**src/hdl/rjsc_pkg.sv**
```systemverilog
// rjsc_pkg: shared types and constants of the remote jog servo controller
// used by rjsc_pulse_unit, remote_jog_servo_controller and its testbench; no dependencies
`default_nettype none

package rjsc_pkg;

	// angle limit of an ordinary joint and span of the pulse formula
	localparam logic [7:0] ANGLE_MAX = 8'd180;

	// division by 180 as multiply by ceil(2^28 / 180) and shift, exact below 2^20
	localparam int          DIV_SHIFT = 28;
	localparam logic [20:0] DIV_RECIP = 21'd1491309;

	// configuration register indexes
	localparam logic [1:0] REG_PULSE_MIN = 2'd0;
	localparam logic [1:0] REG_PULSE_MAX = 2'd1;
	localparam logic [1:0] REG_GRIPPER   = 2'd2;

	// pulse range registers handed to the pulse unit
	typedef struct packed {
		logic [11:0] pulse_min;
		logic [11:0] pulse_max;
	} pulse_cfg_t;

	// one angle update that needs a new pulse
	typedef struct packed {
		logic [1:0] channel;
		logic [7:0] angle;
	} servo_upd_t;

endpackage

`default_nettype wire

```
**src/hdl/rjsc_pulse_unit.sv**
```systemverilog
// rjsc_pulse_unit: angle to pulse conversion, three register stages
// pulse = angle * (pulse_max - pulse_min) / 180 + pulse_min; depends on rjsc_pkg
`default_nettype none

module rjsc_pulse_unit (
	input  wire                       clk,
	input  wire                       arst_n,
	input  wire                       upd_valid,
	output logic                      upd_ready,
	input  wire rjsc_pkg::servo_upd_t upd,
	input  wire rjsc_pkg::pulse_cfg_t cfg,
	output logic                      out_valid,
	input  wire                       out_ready,
	output logic [1:0]                channel,
	output logic [11:0]               pulse
);

	logic               v_s1, v_s2, v_s3;
	logic               en1, en2, en3;
	logic signed [21:0] prod_s1;
	logic               big_s1, big_s2;
	logic [1:0]         chan_s1, chan_s2;
	logic [40:0]        recip_s2;
	logic               neg_s2;
	logic signed [12:0] span;
	logic signed [21:0] prod_c;
	logic [21:0]        mag_c;
	logic [12:0]        quot_c;
	logic signed [13:0] val_c;

	// stall chain, a stage moves when the next one is free or moving
	assign en3       = !v_s3 || out_ready;
	assign en2       = !v_s2 || en3;
	assign en1       = !v_s1 || en2;
	assign upd_ready = en1;

	// stage 1: angle times signed span
	assign span   = $signed({1'b0, cfg.pulse_max}) - $signed({1'b0, cfg.pulse_min});
	assign prod_c = $signed({1'b0, upd.angle}) * span;

	// stage 2: magnitude times reciprocal of 180
	assign mag_c = prod_s1[21] ? 22'(-prod_s1) : 22'(prod_s1);

	// stage 3: shift, restore sign, add offset
	assign quot_c = recip_s2[40:rjsc_pkg::DIV_SHIFT];
	assign val_c  = (neg_s2 ? -$signed({1'b0, quot_c}) : $signed({1'b0, quot_c}))
		+ $signed({2'b00, cfg.pulse_min});

	// valid bits
	always_ff @(posedge clk or negedge arst_n) begin
		if (!arst_n) begin
			v_s1 <= 1'b0;
			v_s2 <= 1'b0;
			v_s3 <= 1'b0;
		end else begin
			if (en1) v_s1 <= upd_valid;
			if (en2) v_s2 <= v_s1;
			if (en3) v_s3 <= v_s2;
		end
	end

	// payload registers
	always_ff @(posedge clk) begin
		if (en1) begin
			prod_s1 <= prod_c;
			big_s1  <= upd.angle > rjsc_pkg::ANGLE_MAX;
			chan_s1 <= upd.channel;
		end
		if (en2) begin
			recip_s2 <= 41'(mag_c[19:0] * rjsc_pkg::DIV_RECIP);
			neg_s2   <= prod_s1[21];
			big_s2   <= big_s1;
			chan_s2  <= chan_s1;
		end
		if (en3) begin
			channel <= chan_s2;
			pulse   <= big_s2 ? 12'd0 : val_c[11:0];
		end
	end

	assign out_valid = v_s3;

endmodule

`default_nettype wire

```
**src/hdl/remote_jog_servo_controller.sv**
```systemverilog
// remote_jog_servo_controller: servo selection, jog mode and angle state
// depends on rjsc_pkg and rjsc_pulse_unit
`default_nettype none

// channel  signals                              direction
// in       in_valid, in_ready, command, ir_code  transfer in
// out      out_valid, out_ready, channel, pulse  transfer out
// cfg      cfg_we, cfg_index, cfg_data          write only, no wait
//
// one item accepted per cycle while in_ready is high; a result leaves through five
// register stages
// (input register, state update, multiply, reciprocal multiply, output register)
// reset restores angles 90, 30, 180, 0, servo 0 selected, mode stop
// each stage holds only while its successor is full and stalled, so input keeps
// flowing into empty stages while a result waits at the output

module remote_jog_servo_controller #(
	parameter int NUM_SERVOS = 4
) (
	input  wire         clk,
	input  wire         arst_n,
	input  wire         in_valid,
	output logic        in_ready,
	input  wire         command,
	input  wire  [15:0] ir_code,
	output logic        out_valid,
	input  wire         out_ready,
	output logic [1:0]  channel,
	output logic [11:0] pulse,
	input  wire         cfg_we,
	input  wire  [1:0]  cfg_index,
	input  wire  [11:0] cfg_data
);

	localparam int SEL_W = $clog2(NUM_SERVOS);

	// jog modes
	localparam logic [1:0] MODE_STOP = 2'd0;
	localparam logic [1:0] MODE_UP   = 2'd1;
	localparam logic [1:0] MODE_DOWN = 2'd2;

	// remote codes: selection prefixes and mode codes in the low eleven bits
	localparam logic [12:0] SEL_PREFIX_A = 13'h0200;
	localparam logic [12:0] SEL_PREFIX_B = 13'h0300;
	localparam logic [10:0] KEY_UP       = 11'h010;
	localparam logic [10:0] KEY_DOWN     = 11'h011;
	localparam logic [10:0] KEY_STOP     = 11'h017;

	function automatic logic [7:0] start_angle(input int idx);
		logic [7:0] a;
		case (idx)
			0:       a = 8'd90;
			1:       a = 8'd30;
			2:       a = 8'd180;
			default: a = 8'd0;
		endcase
		return a;
	endfunction

	logic [11:0]          pulse_min_q, pulse_max_q;
	logic [7:0]           gripper_q;
	logic [SEL_W-1:0]     sel_q;
	logic [1:0]           mode_q;
	logic [7:0]           angle_q [NUM_SERVOS];

	logic                 in_v_s1;
	logic                 cmd_s1;
	logic [15:0]          code_s1;
	logic                 upd_v_s2;
	rjsc_pkg::servo_upd_t upd_s2;

	logic                 en1, en2, unit_ready;
	logic                 is_sel, sel_ok;
	logic [1:0]           sel_idx;
	logic                 is_mode_bank;
	logic [7:0]           cur_angle, limit, new_angle;
	logic                 at_last, changed;
	rjsc_pkg::pulse_cfg_t pcfg;

	// stall chain
	assign en2      = !upd_v_s2 || unit_ready;
	assign en1      = !in_v_s1 || en2;
	assign in_ready = en1;

	// remote code decode
	assign sel_idx      = 2'(code_s1[2:0] - 3'd1);
	assign is_sel       = (code_s1[15:3] == SEL_PREFIX_A || code_s1[15:3] == SEL_PREFIX_B)
		&& code_s1[2:0] >= 3'd1 && code_s1[2:0] <= 3'd4;
	assign sel_ok       = int'(sel_idx) < NUM_SERVOS;
	assign is_mode_bank = code_s1[15:12] == 4'h0;

	// tick: one step within the limits of the selected servo
	assign cur_angle = angle_q[sel_q];
	assign at_last   = sel_q == SEL_W'(NUM_SERVOS - 1);
	assign limit     = at_last ? gripper_q : rjsc_pkg::ANGLE_MAX;
	always_comb begin
		new_angle = cur_angle;
		changed   = 1'b0;
		case (mode_q)
			MODE_UP: begin
				if (cur_angle < limit) begin
					new_angle = cur_angle + 8'd1;
					changed   = 1'b1;
				end
			end
			MODE_DOWN: begin
				if (cur_angle != 8'd0) begin
					new_angle = cur_angle - 8'd1;
					changed   = 1'b1;
				end
			end
			default: ;
		endcase
	end

	// configuration registers
	always_ff @(posedge clk or negedge arst_n) begin
		if (!arst_n) begin
			pulse_min_q <= 12'd150;
			pulse_max_q <= 12'd550;
			gripper_q   <= 8'd60;
		end else if (cfg_we) begin
			unique case (cfg_index)
				rjsc_pkg::REG_PULSE_MIN: pulse_min_q <= cfg_data;
				rjsc_pkg::REG_PULSE_MAX: pulse_max_q <= cfg_data;
				rjsc_pkg::REG_GRIPPER:   gripper_q   <= cfg_data[7:0];
				default:                 ;
			endcase
		end
	end

	// input register and state update
	always_ff @(posedge clk or negedge arst_n) begin
		if (!arst_n) begin
			in_v_s1  <= 1'b0;
			upd_v_s2 <= 1'b0;
			sel_q    <= '0;
			mode_q   <= MODE_STOP;
			for (int i = 0; i < NUM_SERVOS; i++) angle_q[i] <= start_angle(i);
		end else begin
			if (en1) in_v_s1 <= in_valid;
			if (en2) upd_v_s2 <= in_v_s1 && cmd_s1 && changed;
			if (en2 && in_v_s1) begin
				if (cmd_s1) begin
					angle_q[sel_q] <= new_angle;
				end else if (is_sel) begin
					if (sel_ok) sel_q <= SEL_W'(sel_idx);
				end else if (is_mode_bank) begin
					if (code_s1[10:0] == KEY_UP)
						mode_q <= MODE_UP;
					else if (code_s1[10:0] == KEY_DOWN)
						mode_q <= MODE_DOWN;
					else if (code_s1[10:0] == KEY_STOP)
						mode_q <= MODE_STOP;
				end
			end
		end
	end

	// payload of the input and update stages
	always_ff @(posedge clk) begin
		if (en1) begin
			cmd_s1  <= command;
			code_s1 <= ir_code;
		end
		if (en2) begin
			upd_s2.channel <= 2'(sel_q);
			upd_s2.angle   <= new_angle;
		end
	end

	assign pcfg.pulse_min = pulse_min_q;
	assign pcfg.pulse_max = pulse_max_q;

	rjsc_pulse_unit u_pulse (
		.clk       (clk),
		.arst_n    (arst_n),
		.upd_valid (upd_v_s2),
		.upd_ready (unit_ready),
		.upd       (upd_s2),
		.cfg       (pcfg),
		.out_valid (out_valid),
		.out_ready (out_ready),
		.channel   (channel),
		.pulse     (pulse)
	);

	// selection never points past the last servo
	a_sel_range: assert property (@(posedge clk) disable iff (!arst_n)
		int'(sel_q) < NUM_SERVOS)
		else $error("selected servo out of range");

	// a tick that moves the angle produces an update
	a_tick_update: assert property (@(posedge clk) disable iff (!arst_n)
		(in_v_s1 && en2 && cmd_s1 && changed) |=> upd_v_s2)
		else $error("angle change without update");

	// a remote code leaves the angle of the selected servo alone
	a_remote_no_move: assert property (@(posedge clk) disable iff (!arst_n)
		(in_v_s1 && en2 && !cmd_s1) |=> angle_q[$past(sel_q)] == $past(cur_angle))
		else $error("remote code changed an angle");

	// a held update stays put while the pulse unit is stalled
	a_upd_hold: assert property (@(posedge clk) disable iff (!arst_n)
		(upd_v_s2 && !unit_ready) |=> upd_v_s2 && $stable(upd_s2))
		else $error("update lost under stall");

endmodule

`default_nettype wire

```
**config.mk**
```make
export PLATFORM = sky130hd
export DESIGN_NAME = remote_jog_servo_controller
export DESIGN_NICKNAME = d
export VERILOG_FILES = /design/src/hdl/rjsc_pkg.sv /design/src/hdl/rjsc_pulse_unit.sv /design/src/hdl/remote_jog_servo_controller.sv
export SDC_FILE = /design/constraint.sdc
export NUM_CORES = 1
export LEC_CHECK = 0
export BUFFER_PORTS_ARGS = -buffer_cell sky130_fd_sc_hd__buf_2
export CELL_PAD_IN_SITES_DETAIL_PLACEMENT = 1
export CELL_PAD_IN_SITES_GLOBAL_PLACEMENT = 1
export CORE_ASPECT_RATIO = 1.1
export CORE_MARGIN = 2
export CORE_UTILIZATION = 29
export CTS_CLUSTER_DIAMETER = 30
export DETAILED_ROUTE_END_ITERATION = 10
export PLACE_DENSITY_LB_ADDON = 0.1
export SLEW_MARGIN = 30
export SYNTH_ARGS = -nofsm -noshare
export SYNTH_HDL_FRONTEND = slang
export SYNTH_SLANG_ARGS = --single-unit
```
**constraint.sdc**
```tcl
create_clock -name clk -period 8.1 [get_ports clk]
set_input_delay 1.215 -clock clk [delete_from_list [all_inputs] [get_ports clk]]
set_output_delay 1.215 -clock clk [all_outputs]
set_load 0.02 [all_outputs]
```
==> impl_metrics.toml <==
[grt]
grt-ovfl-total = 0
grt_max_degree = 47
grt_pass1_wl_microns = 76200
antenna_found_initial = 0
grt_pass1_vias = 13655
gr-usage-all-layers_pct = 15.8

[worst_setup_path]
crit_fanout = 5
cp.required_ps = 8320
crit_path_end = "u_pulse.recip_s2[34]$_DFFE_PP_"
reg2reg_to = "u_pulse.recip_s2[34]$_DFFE_PP_"
slowest_delay_ps = 570
critPathKind = "register to register"
cpMaxStageDelayCell = "or4_4"
start_kind = "register"
cp-startpoint = "u_pulse.prod_s1[6]$_DFFE_PP_"
reg2reg_depth = 29
cp_data_arrival_time_ps = 8010
worstReg2RegStart = "u_pulse.prod_s1[6]$_DFFE_PP_"
rrSetupSlack_ps = 310
end_kind = "register"

[clocking]
numCtsBuffers = 17
clk_pin_slew_ps = 70
clkLatencyLatePin_ps = 470
htree_levels = 4
cts.sinks = 153
cts-root-buf = "clkbuf_16"
postCtsHoldBufs = 0
cts_tree = "built"
clockBufferDepth = 2

[timing]
whs_ps = 425
relSlewSlack_pct = 39.0
fin_crit_sh_pct = 96.2
min_period_ps = 7790
hold_viol = 0
setup_viol = 0
tightestPinTransition_ps = 908
setup_ws_ps = 309
max_freq_mhz = 128
fin_skew_ps = 12.6
finalMaxSlewViolations = 0

[routing]
wl_per_cell_microns = 17.6
routed_via_density = 4.53
ant_nets = 0
wl_microns = 47200
first_iter_violations = 377
first_pass_iters = 4
num_vias = 12147
drc_errors = 0

[placement]
dp_cells = 2649
place_area_sq_um = 19400
gp_congestion = 0.820
port_buffers = 50
dp_hpwl_microns = 40200
dp_slack_ps = -154

[logic_synthesis]
synth_area_leaders = "fa_1 23%, ha_1 18%, edfxtp_1 13%"
synth_nets = 2269
ys_warn_count = 0
yosysTopAreaCell = "fa_1"
syn_inst = 1767
ys_async_sr_fraction_pct = 47.7
synth_area_sq_um = 17900
seq_area_frac_synth_pct = 23.8
postSynthAreaPerCell_sq_um = 10.1
synth_top_cell_area_share_pct = 22.6
yosys_most_used_dff = "edfxtp_1"
synth-edff-count = 80
synth_cell_types = 73
synth_seq_cells = 153

[cells_and_area]
fin_nets = 2348
drive_gt1_share_pct = 12.2
final_cells = 2683
diodes = 0
num-fill-cells = 6998
final_area_sq_um = 20200
synthToLayoutAreaGrowth_pct = 12.4

[floorplan]
core_region_area_sq_um = 61100
rows = 95
initial_core_util_pct = 29.3
die_height_microns = 265
io_pins = 52
die_x_microns = 241
dieArea_sq_um = 63800

[hold_path]
hp-class = "register to register"
holdPathStages = 0

[run]
drv_cap = 0

[run_status]
status = "finished clean"
## layout by cell type (no fill, tap or decap), drive strengths merged, types with 5 or more instances in the layout
cell type  Yosys  layout
inv          369     376
ha           264     264
fa           202     202
nand2        122     122
buf            4      94
edfxtp        80      80
o21ai         75      75
nor2          66      66
xnor2         66      66
and2          60      60
a21oi         52      52
dfrtp         49      49
mux2          33      33
a21o          26      26
dfstp         24      24
nand2b        20      20
xor2          20      20
nor2b         19      19
nor3          19      19
nand3         18      18
clkbuf        30      18
or3           12      12
o21a          11      11
o31ai         11      11
a31oi          9       9
mux4           8       8
nor4           8       8
and3           6       6
nand4          6       6
o211ai         6       6
a211oi         6       6
o21bai         5       5
## layout make-up
class | instances | area [sq um] | share of cell area [%]
clock inverters | 14 | 155 | 0.770
clock buffers | 18 | 429 | 2.13
well taps | 824 | 1030 | 5.11
repair buffers | 94 | 603 | 2.99
multi-input cells | 1211 | 12300 | 61.0
flip-flops and latches | 153 | 4260 | 21.1
inverters | 369 | 1390 | 6.87
## synthesized netlist by cell type (all sizes together) (4+ instances only)
cell type,instances
and2,60
dfrtp,49
and3,6
a21o,26
fa,202
nor2b,19
a211oi,6
nor3,19
o211ai,6
mux4,8
edfxtp,80
or2,4
o21bai,5
mux2,33
inv,369
o21ai,75
buf,4
clkbuf,30
xor2,20
nor3b,4
nand2b,20
nand3,18
or3,12
o21a,11
xnor2,66
ha,264
a211o,4
dfstp,24
a21oi,52
o31ai,11
nand4,6
nand3b,4
a221oi,4
a31oi,9
nor2,66
nor4,8
nand2,122
## cells by family (layout without fill, tap and decap cells)
kind of cell               Yosys count  count (layout)  synth area share [%]
AOI/OAI and AO/OA                  236             236                  8.53
buffers and inverters              403             495                  8.46
and+or+nand+nor                    378             378                  10.6
xor gates and xnor gates            87              87                  4.41
adders and majority gates          466             466                  41.0
DFF                                153             153                  23.8
muxes                               44              44                  3.24
## worst min-delay path by stage
stage | slack [ps] | startpoint | to
6_report | 420 | u_pulse.chan_s2[1]$_DFFE_PP_ | u_pulse.channel[1]$_DFFE_PP_
5_1_grt | 430 | u_pulse.chan_s2[0]$_DFFE_PP_ | u_pulse.channel[0]$_DFFE_PP_
4_1_cts | 430 | u_pulse.chan_s2[1]$_DFFE_PP_ | u_pulse.channel[1]$_DFFE_PP_
3_5_place_dp | 410 | upd_s2[9]$_DFFE_PN_ | u_pulse.chan_s1[1]$_DFFE_PP_
3_3_place_gp | 410 | upd_s2[9]$_DFFE_PN_ | u_pulse.chan_s1[1]$_DFFE_PP_
2_1_floorplan | 400 | u_pulse.big_s1$_DFFE_PP_ | u_pulse.big_s2$_DFFE_PP_
## through the flow
step           TNS (ps)  utilization (%)
2_1_floorplan         0                -
3_3_place_gp       -284             31.7
3_5_place_dp       -408             31.8
4_1_cts               0             32.8
5_1_grt           -4.33             33.0
6_report              0             33.0
## flip-flops by register name, summed over array words and instances (netlist names), 8 cells and up
register / cells
pulse_min_q: 12
u_pulse.pulse: 12
angle_q: 32
gripper_q: 8
u_pulse.prod_s1: 21
code_s1: 15
u_pulse.recip_s2: 12
upd_s2: 10
pulse_max_q: 12
## repair_timing
action                     in CTS  in global routing
pin swaps                       0                  4
setup buffers                   0                  2
setup endpoints to repair       3                  8
gates resized for setup         1                 21
## per-layer routing
layer / up-vias / share of wire (%) / track usage (%)
met5: - / 0 / 0
li1: 5936 / - / -
met1: 6119 / 43 / 18.8
met2: 55 / 54 / 29.5
met4: 0 / 2.0 / 4.54
met3: 37 / 1.3 / 1.90
## worst max-delay path: cells and delay by family (launching register included)
family	cells	cell delay, ps
compound gates	5	970
xor+xnor	3	380
fa+ha+maj	7	3040
buf+inv	8	960
flops	1	380
simple gates	6	1790
Power is not shown: default switching activity piles up to over one toggle a cycle in this logic, so the estimate is an artifact.
